$ cat src/rl2_pkg.sv
package rl2_pkg;

  // Build-time configuration.
  localparam int SAMPLE_WIDTH     = 24;  // 8 .. 24
  localparam int MAX_LENGTH       = 1024; // 2 .. 1024
  localparam int RESULT_FRAC_BITS = 16;  // 8 .. 24

  // Fixed field and state widths.
  localparam int IN_W    = 24;
  localparam int RATIO_W = 32;
  localparam int DIFF_W  = 60;
  localparam int REF_W   = 58;
  localparam int COUNT_W = 11;

  // Width of the squared magnitudes.
  localparam int DSQ_W = 2 * (SAMPLE_WIDTH + 1);
  localparam int RSQ_W = 2 * SAMPLE_WIDTH;

  // Divider: the numerator is the difference sum scaled by 2^(2F).
  localparam int QUO_W      = 64;
  localparam int DIV_W      = DIFF_W + 2 * RESULT_FRAC_BITS;
  localparam int DIV_CNT_W  = $clog2(DIV_W);

  // Job queue between the accumulator and the divide/root unit (power of two).
  localparam int Q_DEPTH = 2;
  localparam int Q_PTR_W = $clog2(Q_DEPTH);
  localparam int Q_CNT_W = $clog2(Q_DEPTH + 1);

  typedef struct packed {
    logic [DIFF_W-1:0] diff_sum;
    logic [REF_W-1:0]  ref_sum;
    logic              overflow;
  } rl2_job_t;

  typedef struct packed {
    logic full;
    logic empty;
  } rl2_q_stat_t;

endpackage

$ cat src/rl2_in_if.sv
interface rl2_in_if;
  import rl2_pkg::*;

  logic                   valid;
  logic                   ready;
  logic signed [IN_W-1:0] x_value;
  logic signed [IN_W-1:0] y_value;
  logic                   last_element;

  modport source (output valid, output x_value, output y_value, output last_element,
                  input ready);
  modport sink (input valid, input x_value, input y_value, input last_element,
                output ready);
endinterface

$ cat src/rl2_out_if.sv
interface rl2_out_if;
  import rl2_pkg::*;

  logic               valid;
  logic               ready;
  logic [RATIO_W-1:0] ratio;
  logic               zero_reference;
  logic               overflowed;

  modport source (output valid, output ratio, output zero_reference, output overflowed,
                  input ready);
  modport sink (input valid, input ratio, input zero_reference, input overflowed,
                output ready);
endinterface

$ cat src/rl2_front.sv
module rl2_front (
  input  logic                  clk,
  input  logic                  rst_n,
  input  logic                  in_valid,
  output logic                  in_ready,
  input  logic [rl2_pkg::IN_W-1:0] in_x_value,
  input  logic [rl2_pkg::IN_W-1:0] in_y_value,
  input  logic                  in_last_element,
  input  rl2_pkg::rl2_q_stat_t  q_stat,
  output logic                  push,
  output rl2_pkg::rl2_job_t     push_job
);
  import rl2_pkg::*;

  localparam logic [COUNT_W-1:0] MAX_COUNT = COUNT_W'(MAX_LENGTH);

  logic [COUNT_W-1:0] count_r, count_nxt;

  logic                    s1_valid_r, s1_last_r, s1_ovf_r;
  logic [SAMPLE_WIDTH:0]   s1_dmag_r;
  logic [SAMPLE_WIDTH-1:0] s1_rmag_r;

  logic             s2_valid_r, s2_last_r, s2_ovf_r;
  logic [DSQ_W-1:0] s2_dsq_r;
  logic [RSQ_W-1:0] s2_rsq_r;

  logic [DIFF_W-1:0] diff_sum_r, diff_sum_nxt;
  logic [REF_W-1:0]  ref_sum_r, ref_sum_nxt;
  logic              ovf_seen_r, ovf_seen_nxt;

  logic                           adv, accept;
  logic [SAMPLE_WIDTH-1:0]        xs, ys;
  logic signed [SAMPLE_WIDTH:0]   xe, ye, dif;
  logic [SAMPLE_WIDTH:0]          dmag;
  logic [SAMPLE_WIDTH-1:0]        rmag;
  logic [DIFF_W:0]                diff_add;
  logic [REF_W:0]                 ref_add;

  // The whole pipeline holds only when a finished vector cannot enter the queue.
  assign adv      = !(s2_valid_r && s2_last_r && q_stat.full);
  assign in_ready = adv;
  assign accept   = in_valid && adv;

  assign xs   = in_x_value[SAMPLE_WIDTH-1:0];
  assign ys   = in_y_value[SAMPLE_WIDTH-1:0];
  assign xe   = $signed({xs[SAMPLE_WIDTH-1], xs});
  assign ye   = $signed({ys[SAMPLE_WIDTH-1], ys});
  assign dif  = xe - ye;
  assign dmag = dif[SAMPLE_WIDTH] ? (SAMPLE_WIDTH+1)'(-dif) : (SAMPLE_WIDTH+1)'(dif);
  assign rmag = xs[SAMPLE_WIDTH-1] ? SAMPLE_WIDTH'(-xs) : xs;

  always_comb begin
    if (in_last_element) begin
      count_nxt = '0;
    end else if (count_r < MAX_COUNT) begin
      count_nxt = count_r + 1'b1;
    end else begin
      count_nxt = count_r;
    end
  end

  // A carry out of either sum means saturation: the sum is set to all ones.
  assign diff_add = {1'b0, diff_sum_r} + (DIFF_W+1)'(s2_dsq_r);
  assign ref_add  = {1'b0, ref_sum_r} + (REF_W+1)'(s2_rsq_r);

  always_comb begin
    diff_sum_nxt = diff_sum_r;
    ref_sum_nxt  = ref_sum_r;
    ovf_seen_nxt = ovf_seen_r;
    if (s2_valid_r) begin
      if (s2_ovf_r) begin
        diff_sum_nxt = '1;
        ref_sum_nxt  = '1;
        ovf_seen_nxt = 1'b1;
      end else begin
        diff_sum_nxt = diff_add[DIFF_W] ? '1 : diff_add[DIFF_W-1:0];
        ref_sum_nxt  = ref_add[REF_W] ? '1 : ref_add[REF_W-1:0];
      end
    end
  end

  assign push              = adv && s2_valid_r && s2_last_r;
  assign push_job.diff_sum = diff_sum_nxt;
  assign push_job.ref_sum  = ref_sum_nxt;
  assign push_job.overflow = ovf_seen_nxt;

  always_ff @(posedge clk) begin
    if (!rst_n) begin
      count_r    <= '0;
      s1_valid_r <= 1'b0;
      s2_valid_r <= 1'b0;
      diff_sum_r <= '0;
      ref_sum_r  <= '0;
      ovf_seen_r <= 1'b0;
    end else if (adv) begin
      s1_valid_r <= in_valid;
      s2_valid_r <= s1_valid_r;
      if (accept) begin
        count_r <= count_nxt;
      end
      if (push) begin
        diff_sum_r <= '0;
        ref_sum_r  <= '0;
        ovf_seen_r <= 1'b0;
      end else begin
        diff_sum_r <= diff_sum_nxt;
        ref_sum_r  <= ref_sum_nxt;
        ovf_seen_r <= ovf_seen_nxt;
      end
    end
  end

  always_ff @(posedge clk) begin
    if (adv) begin
      s1_last_r <= in_last_element;
      s1_ovf_r  <= (count_r >= MAX_COUNT);
      s1_dmag_r <= dmag;
      s1_rmag_r <= rmag;
      s2_last_r <= s1_last_r;
      s2_ovf_r  <= s1_ovf_r;
      s2_dsq_r  <= DSQ_W'(s1_dmag_r) * DSQ_W'(s1_dmag_r);
      s2_rsq_r  <= RSQ_W'(s1_rmag_r) * RSQ_W'(s1_rmag_r);
    end
  end
endmodule

$ cat src/rl2_queue.sv
module rl2_queue (
  input  logic                 clk,
  input  logic                 rst_n,
  input  logic                 push,
  input  rl2_pkg::rl2_job_t    push_job,
  input  logic                 pop,
  output rl2_pkg::rl2_job_t    pop_job,
  output rl2_pkg::rl2_q_stat_t q_stat
);
  import rl2_pkg::*;

  rl2_job_t           entry_r [Q_DEPTH];
  logic [Q_PTR_W-1:0] wr_ptr_r, rd_ptr_r;
  logic [Q_CNT_W-1:0] fill_r;

  assign q_stat.full  = (fill_r == Q_CNT_W'(Q_DEPTH));
  assign q_stat.empty = (fill_r == '0);
  assign pop_job      = entry_r[rd_ptr_r];

  always_ff @(posedge clk) begin
    if (!rst_n) begin
      wr_ptr_r <= '0;
      rd_ptr_r <= '0;
      fill_r   <= '0;
    end else begin
      if (push) begin
        wr_ptr_r <= wr_ptr_r + 1'b1;
      end
      if (pop) begin
        rd_ptr_r <= rd_ptr_r + 1'b1;
      end
      if (push && !pop) begin
        fill_r <= fill_r + 1'b1;
      end else if (pop && !push) begin
        fill_r <= fill_r - 1'b1;
      end
    end
  end

  always_ff @(posedge clk) begin
    if (push) begin
      entry_r[wr_ptr_r] <= push_job;
    end
  end
endmodule

$ cat src/rl2_back.sv
module rl2_back (
  input  logic                        clk,
  input  logic                        rst_n,
  input  rl2_pkg::rl2_q_stat_t        q_stat,
  input  rl2_pkg::rl2_job_t           pop_job,
  output logic                        pop,
  output logic                        out_valid,
  input  logic                        out_ready,
  output logic [rl2_pkg::RATIO_W-1:0] out_ratio,
  output logic                        out_zero_reference,
  output logic                        out_overflowed
);
  import rl2_pkg::*;

  typedef enum logic [3:0] {
    ST_IDLE = 4'b0001,
    ST_DIV  = 4'b0010,
    ST_SQRT = 4'b0100,
    ST_DONE = 4'b1000
  } bk_state_t;

  localparam logic [DIV_CNT_W-1:0] QUO_LIM = DIV_CNT_W'(QUO_W);

  bk_state_t state_r, state_nxt;

  logic [DIV_W-1:0]     num_r, num_nxt;
  logic [REF_W-1:0]     den_r, den_nxt;
  logic [REF_W-1:0]     rem_r, rem_nxt;
  logic [QUO_W-1:0]     quo_r, quo_nxt;
  logic                 big_r, big_nxt;
  logic [DIV_CNT_W-1:0] cnt_r, cnt_nxt;
  logic [QUO_W-1:0]     sq_v_r, sq_v_nxt;
  logic [QUO_W-1:0]     sq_res_r, sq_res_nxt;
  logic [QUO_W-1:0]     sq_bit_r, sq_bit_nxt;
  logic [RATIO_W-1:0]   ratio_r, ratio_nxt;
  logic                 zero_r, zero_nxt;
  logic                 ovf_r, ovf_nxt;

  logic               out_valid_r;
  logic [RATIO_W-1:0] out_ratio_r;
  logic               out_zero_r, out_ovf_r;

  logic [REF_W:0]   trial;
  logic             ge;
  logic [QUO_W-1:0] sq_sum;
  logic             load_out;

  assign trial  = {rem_r, num_r[DIV_W-1]};
  assign ge     = trial >= {1'b0, den_r};
  assign sq_sum = sq_res_r + sq_bit_r;

  assign pop      = (state_r == ST_IDLE) && !q_stat.empty;
  assign load_out = (state_r == ST_DONE) && (!out_valid_r || out_ready);

  always_comb begin
    state_nxt  = state_r;
    num_nxt    = num_r;
    den_nxt    = den_r;
    rem_nxt    = rem_r;
    quo_nxt    = quo_r;
    big_nxt    = big_r;
    cnt_nxt    = cnt_r;
    sq_v_nxt   = sq_v_r;
    sq_res_nxt = sq_res_r;
    sq_bit_nxt = sq_bit_r;
    ratio_nxt  = ratio_r;
    zero_nxt   = zero_r;
    ovf_nxt    = ovf_r;
    unique case (state_r)
      ST_IDLE: begin
        if (!q_stat.empty) begin
          num_nxt  = {pop_job.diff_sum, {(2 * RESULT_FRAC_BITS){1'b0}}};
          den_nxt  = pop_job.ref_sum;
          rem_nxt  = '0;
          quo_nxt  = '0;
          big_nxt  = 1'b0;
          cnt_nxt  = DIV_CNT_W'(DIV_W - 1);
          ovf_nxt  = pop_job.overflow;
          zero_nxt = (pop_job.ref_sum == '0);
          if (pop_job.ref_sum == '0) begin
            ratio_nxt = '1;
            state_nxt = ST_DONE;
          end else begin
            state_nxt = ST_DIV;
          end
        end
      end
      ST_DIV: begin
        // One quotient bit per cycle; bits at weight 2^64 and up only mark saturation.
        rem_nxt = ge ? REF_W'(trial - {1'b0, den_r}) : trial[REF_W-1:0];
        quo_nxt = {quo_r[QUO_W-2:0], ge};
        big_nxt = big_r || (ge && (cnt_r >= QUO_LIM));
        num_nxt = {num_r[DIV_W-2:0], 1'b0};
        cnt_nxt = cnt_r - 1'b1;
        if (cnt_r == '0) begin
          if (big_nxt) begin
            ratio_nxt = '1;
            state_nxt = ST_DONE;
          end else begin
            sq_v_nxt   = quo_nxt;
            sq_res_nxt = '0;
            sq_bit_nxt = QUO_W'(1) << (QUO_W - 2);
            state_nxt  = ST_SQRT;
          end
        end
      end
      ST_SQRT: begin
        if (sq_v_r >= sq_sum) begin
          sq_v_nxt   = sq_v_r - sq_sum;
          sq_res_nxt = (sq_res_r >> 1) + sq_bit_r;
        end else begin
          sq_res_nxt = sq_res_r >> 1;
        end
        sq_bit_nxt = sq_bit_r >> 2;
        if (sq_bit_r[0]) begin
          // The root of a 64-bit value always fits the 32-bit ratio.
          ratio_nxt = sq_res_nxt[RATIO_W-1:0];
          state_nxt = ST_DONE;
        end
      end
      ST_DONE: begin
        if (!out_valid_r || out_ready) begin
          state_nxt = ST_IDLE;
        end
      end
      default: begin
        state_nxt = ST_IDLE;
      end
    endcase
  end

  always_ff @(posedge clk) begin
    if (!rst_n) begin
      state_r     <= ST_IDLE;
      out_valid_r <= 1'b0;
    end else begin
      state_r <= state_nxt;
      if (load_out) begin
        out_valid_r <= 1'b1;
      end else if (out_ready) begin
        out_valid_r <= 1'b0;
      end
    end
  end

  always_ff @(posedge clk) begin
    num_r    <= num_nxt;
    den_r    <= den_nxt;
    rem_r    <= rem_nxt;
    quo_r    <= quo_nxt;
    big_r    <= big_nxt;
    cnt_r    <= cnt_nxt;
    sq_v_r   <= sq_v_nxt;
    sq_res_r <= sq_res_nxt;
    sq_bit_r <= sq_bit_nxt;
    ratio_r  <= ratio_nxt;
    zero_r   <= zero_nxt;
    ovf_r    <= ovf_nxt;
    if (load_out) begin
      out_ratio_r <= ratio_r;
      out_zero_r  <= zero_r;
      out_ovf_r   <= ovf_r;
    end
  end

  assign out_valid          = out_valid_r;
  assign out_ratio          = out_ratio_r;
  assign out_zero_reference = out_zero_r;
  assign out_overflowed     = out_ovf_r;
endmodule

$ cat src/relative_l2_norm_difference.sv
// Relative L2 error norm ||x - y|| / ||x|| of two streamed vectors. The block
// takes one (x, y) element pair per cycle and returns one unsigned Q16.16 ratio
// per vector, on the pair marked last. A three-stage accumulator (magnitudes,
// squares, saturating sums) feeds a two-entry job queue; a shared sequential
// unit then runs a restoring divide, one quotient bit per cycle, and a
// bit-by-bit square root. That unit takes one job at a time while idle and
// hands each ratio to the output register; it skips the root when the quotient
// saturates, and both steps when the reference norm is zero. Elements keep
// streaming at one per cycle while earlier vectors are in the queue; input
// stalls only when a vector ends and the queue holds two unfinished jobs.
// A zero reference norm gives an all-ones ratio with zero_reference set, and
// a vector longer than 1024 pairs saturates both sums and sets overflowed.
module relative_l2_norm_difference (
  input logic clk,
  input logic rst_n,
  rl2_in_if.sink    in_pairs,
  rl2_out_if.source out_result
);
  import rl2_pkg::*;

  rl2_q_stat_t q_stat;
  rl2_job_t    push_job, pop_job;
  logic        push, pop;

  rl2_front u_front (
    .clk             (clk),
    .rst_n           (rst_n),
    .in_valid        (in_pairs.valid),
    .in_ready        (in_pairs.ready),
    .in_x_value      (in_pairs.x_value),
    .in_y_value      (in_pairs.y_value),
    .in_last_element (in_pairs.last_element),
    .q_stat          (q_stat),
    .push            (push),
    .push_job        (push_job)
  );

  rl2_queue u_queue (
    .clk      (clk),
    .rst_n    (rst_n),
    .push     (push),
    .push_job (push_job),
    .pop      (pop),
    .pop_job  (pop_job),
    .q_stat   (q_stat)
  );

  rl2_back u_back (
    .clk                (clk),
    .rst_n              (rst_n),
    .q_stat             (q_stat),
    .pop_job            (pop_job),
    .pop                (pop),
    .out_valid          (out_result.valid),
    .out_ready          (out_result.ready),
    .out_ratio          (out_result.ratio),
    .out_zero_reference (out_result.zero_reference),
    .out_overflowed     (out_result.overflowed)
  );

`ifndef SYNTHESIS
  a_no_push_when_full: assert property (@(posedge clk) disable iff (!rst_n)
    push |-> !q_stat.full)
    else $error("job written into a full queue");

  a_no_pop_when_empty: assert property (@(posedge clk) disable iff (!rst_n)
    pop |-> !q_stat.empty)
    else $error("job read from an empty queue");

  a_stall_only_on_full: assert property (@(posedge clk) disable iff (!rst_n)
    !in_pairs.ready |-> q_stat.full)
    else $error("input stalled while the queue had room");

  a_zero_ref_all_ones: assert property (@(posedge clk) disable iff (!rst_n)
    (out_result.valid && out_result.zero_reference) |-> (out_result.ratio == '1))
    else $error("zero reference norm without an all-ones ratio");
`endif
endmodule
$ cat src/flat_wrapper.sv
// flat-port wrapper written by rule: the top's interface ports become plain ports
module relative_l2_norm_difference_flat import rl2_pkg::*;
  (clk, rst_n, in_pairs_valid, in_pairs_x_value, in_pairs_y_value, in_pairs_last_element, in_pairs_ready, out_result_valid, out_result_ratio, out_result_zero_reference, out_result_overflowed, out_result_ready);
  rl2_in_if in_pairs_i ();
  rl2_out_if out_result_i ();
  input logic clk;
  input logic rst_n;
  input wire logic [$bits(in_pairs_i.valid)-1:0] in_pairs_valid;
  input wire logic [$bits(in_pairs_i.x_value)-1:0] in_pairs_x_value;
  input wire logic [$bits(in_pairs_i.y_value)-1:0] in_pairs_y_value;
  input wire logic [$bits(in_pairs_i.last_element)-1:0] in_pairs_last_element;
  output wire logic [$bits(in_pairs_i.ready)-1:0] in_pairs_ready;
  output wire logic [$bits(out_result_i.valid)-1:0] out_result_valid;
  output wire logic [$bits(out_result_i.ratio)-1:0] out_result_ratio;
  output wire logic [$bits(out_result_i.zero_reference)-1:0] out_result_zero_reference;
  output wire logic [$bits(out_result_i.overflowed)-1:0] out_result_overflowed;
  input wire logic [$bits(out_result_i.ready)-1:0] out_result_ready;
  assign in_pairs_i.valid = in_pairs_valid;
  assign in_pairs_i.x_value = in_pairs_x_value;
  assign in_pairs_i.y_value = in_pairs_y_value;
  assign in_pairs_i.last_element = in_pairs_last_element;
  assign in_pairs_ready = in_pairs_i.ready;
  assign out_result_valid = out_result_i.valid;
  assign out_result_ratio = out_result_i.ratio;
  assign out_result_zero_reference = out_result_i.zero_reference;
  assign out_result_overflowed = out_result_i.overflowed;
  assign out_result_i.ready = out_result_ready;
  relative_l2_norm_difference u_core (.clk(clk), .rst_n(rst_n), .in_pairs(in_pairs_i), .out_result(out_result_i));
endmodule
$ cat config.mk
export PLATFORM = sky130hd
export DESIGN_NAME = relative_l2_norm_difference_flat
export DESIGN_NICKNAME = d
export VERILOG_FILES = /design/src/rl2_pkg.sv /design/src/rl2_in_if.sv /design/src/rl2_out_if.sv /design/src/rl2_front.sv /design/src/rl2_queue.sv /design/src/rl2_back.sv /design/src/relative_l2_norm_difference.sv /design/src/flat_wrapper.sv
export SDC_FILE = /design/constraint.sdc
export NUM_CORES = 2
export LEC_CHECK = 0
export ABC_AREA = 1
export BUFFER_PORTS_ARGS = -buffer_cell sky130_fd_sc_hd__buf_2
export CAP_MARGIN = 20
export CELL_PAD_IN_SITES_DETAIL_PLACEMENT = 1
export CELL_PAD_IN_SITES_GLOBAL_PLACEMENT = 1
export CORE_MARGIN = 5
export CORE_UTILIZATION = 45
export DETAILED_ROUTE_END_ITERATION = 8
export GPL_TIMING_DRIVEN = 0
export PLACE_DENSITY_LB_ADDON = 0.1
export SETUP_SLACK_MARGIN = 0.4
export SLEW_MARGIN = 15
export SYNTH_ARGS = -nofsm -noshare
export SYNTH_HDL_FRONTEND = slang
export SYNTH_SLANG_ARGS = --single-unit
$ cat constraint.sdc
create_clock -name clk -period 9.3 [get_ports clk]
set_input_delay 2.325 -clock clk [delete_from_list [all_inputs] [get_ports clk]]
set_output_delay 2.325 -clock clk [all_outputs]
set_load 0.05 [all_outputs]
==> impl_metrics.ini <==
[run_status]
status = complete, no violations

[layout]
area_delta_synth_final_pct = 8.79
layout_common_cells = inv_1, nand2_1, nor2_1, fa_1, edfxtp_1
n_fill_cell = 28000
stdcell_area_sq_um = 111000
seqCellArea_sq_um = 28700
final_common_cell = inv_1
multiInputGateArea_sq_um = 60000
drive_gt1_frac = 0.0331
nets = 15100

[route]
routed_wl_microns = 378000
num_vias = 89100
vias_per_cell = 5.39
drc = 0
drtPass1Iterations = 6
drt.antenna.violating_nets = 0
drt_iter0_drc = 6152
post_drt_wl_per_cell_microns = 22.8

[timing]
tightest_slew_ps = 1240
setup_viol = 0
rsz0062_at_grt = no
hold_viol = 0
finalCritPeriodShare = 0.921
clock_skew_ps = 103
fin_crit_ps = 8570
slew_violations = 0
fmaxAchievable_mhz = 117
relSlewSlack = 0.174

[yosys]
netlist_instances = 13200
synthDominantCellAreaShare = 0.254
synthTopCellsByArea = edfxtp_1, fa_1, inv_1
yosys_most_used_dff = edfxtp_1
synth_warnings = 0
avgSynthCellArea_sq_um = 7.70
netlist_area_sq_um = 102000
synth_top_area_cell = edfxtp_1
ys_ff_latch = 1004
synth_edf_count = 862
syn-num-nets = 14800
synthArstFlopShare = 0
ys_seq_area_frac = 0.282
synth_cell_types = 67

[clocking]
post_cts_buffers = 0
cts_tree = yes
path_clk_slew_ps = 60
cts_hold_buffers = 0
cts_resized = 0
worstSkewPairLatency_ps = 800
cts_buffer_depth = 3
cts_made_buffers = 116
ctsRootBufferMaster = clkbuf_16
ctsHtreeMaxLevel = 3
numClockSinks = 1004

[floorplanning]
start_util = 0.452
num_rows = 174
ioPinCount = 89
dieArea_sq_um = 236000
core_area_sq_um = 225000
die_h_microns = 485
die_x_microns = 485

[run]
cap_violations = 0

[critical_path]
path_common_cell = fa_1
max_stage_delay_ps = 910
r2r_start = u_core.u_front.s1_dmag_r[18]$_DFFE_PN_
worst_setup_path_end_kind = flop
startpoint = u_core.u_front.s1_dmag_r[18]$_DFFE_PN_
criticalPathCategory = reg -> reg
crit_arrival_ps = 9020
crit_fanout = 10
slowest_stage = edfxtp_1
crit_buf_inv = 6
worstPathCellList = clkbuf_1, nand2_1, fa_1, inv_1, fa_1, inv_1, fa_1, fa_1, inv_1, fa_1, fa_1, inv_1, fa_1, inv_1, ha_1, nand2_1, nor2_1, and2_1, and3_1, a21oi_1, o21bai_1, nand2_1, o21ai_0, xor2_1
critPathTopFamily = adder cells
cp.required_ps = 9750
start_kind = flop

[grt]
gr-total-overflow = 0
grt_pass1_wl_microns = 573000
grt_pass1_vias = 95200
grt_max_degree = 101
antenna_found_initial = 2
track_usage = 0.316

[placement]
finalWeightedCongestion = 0.991
io_buffers = 88
hpwl_microns = 315000
place_area_sq_um = 107000

[worst_hold_path]
hold_class = reg -> reg
hp-start = u_core.u_back.ratio_r[19]$_SDFFCE_PN1P_
==> cells in the mapped netlist, drive strengths merged (3+ instances only) <==
library cell and instances:
o22ai 25, dfxtp 142, o21bai 48, and2 34, a31oi 61, nand3b 16
o21ai 694, nand4 167, nor2 1095, clkbuf 254, inv 3144, a21boi 27
nor3 105, xnor2 145, o21a 57, nand2 2989, o31ai 7, nor4 39
or2 35, xor2 198, a21oi 798, a221oi 5, a211oi 7, edfxtp 862
and3 8, mux2i 9, buf 59, o2111ai 6, fa 896, a21o 52
ha 672, nand3 480, o211ai 55, a2111oi 3
==> worst reg2reg max path: cells and delay by family, from the launching register on <==
| kind | cells | cell delay, ps |
|---|---|---|
| AOI/OAI and AO/OA | 3 | 820 |
| xor gates and xnor gates | 1 | 130 |
| buffers and inverters | 6 | 1210 |
| DFF | 1 | 910 |
| and+or+nand+nor | 6 | 1090 |
| adders and majority gates | 8 | 4170 |
==> final timing paths <==
check,end,slack (ps),cells after the start
worst max-delay path,u_core.u_front.s2_dsq_r[42]$_DFFE_PN_,730,24
worst min-delay path,u_core.u_back.out_ratio[19]$_DFFE_PP_,410,0
worst max register to register,u_core.u_front.s2_dsq_r[42]$_DFFE_PN_,730,24
worst min register to register,u_core.u_back.out_ratio[19]$_DFFE_PP_,410,0
==> logic make-up after synthesis <==
logic type,after synthesis,share of synthesized area
AND/OR/NAND/NOR,4971,0.200
buffers and inverters,3458,0.129
AO/OA/AOI/OAI,1853,0.0996
adder cells (fa/ha/maj),1568,0.259
flip-flops,1004,0.282
XOR/XNOR,343,0.0297
multiplexers,11,0.00111
==> area by class of cell <==
class	instances	share of cell area
Antenna cell	6	0.000136
Buffer	313	0.0116
Clock buffer	152	0.0286
Clock inverter	64	0.00731
Inverter	3145	0.107
Multi-Input combinational cell	8746	0.542
Sequential cell	1004	0.260
Tap cell	2992	0.0338
Timing Repair Buffer	121	0.0102
==> stage by stage <==
stage	std cells	TNS, ps	setup slack, ps	hold slack, ps	util
final	16500	0	735	413	0.492
after global routing	16500	0	411	425	0.492
after CTS	16500	0	481	416	0.492
after detailed placement	16300	0	492	406	0.474
after global placement	16300	-936750	-3060	402	0.471
after floorplan	13200	0	473	400	-
==> per-layer routing <==
metal | track usage | up-vias | routed length (microns)
li1 | - | 41700 | -
met5 | 0 | - | 0
met4 | 0.0966 | 0 | 12400
met2 | 0.530 | 2272 | 177000
met1 | 0.429 | 44600 | 169000
met3 | 0.0382 | 533 | 19900
==> registers in the layout (all words and copies together) (netlist names), 2 cells and up, named ones only <==
register	count
u_core.u_back.cnt_r	7
u_core.u_back.den_r	58
u_core.u_back.num_r	60
u_core.u_back.out_ratio	32
u_core.u_back.quo_r	63
u_core.u_back.ratio_r	32
u_core.u_back.rem_r	58
u_core.u_back.sq_bit_r	32
u_core.u_back.sq_res_r	64
u_core.u_back.sq_v_r	64
u_core.u_back.state_r	4
u_core.u_front.count_r	11
u_core.u_front.diff_sum_r	60
u_core.u_front.ref_sum_r	58
u_core.u_front.s1_dmag_r	25
u_core.u_front.s1_rmag_r	24
u_core.u_front.s2_dsq_r	49
u_core.u_front.s2_rsq_r	47
u_core.u_queue.entry_r	238
u_core.u_queue.fill_r	2
Power is not shown: default switching activity piles up to over one toggle a cycle in this logic, so the estimate is an artifact.
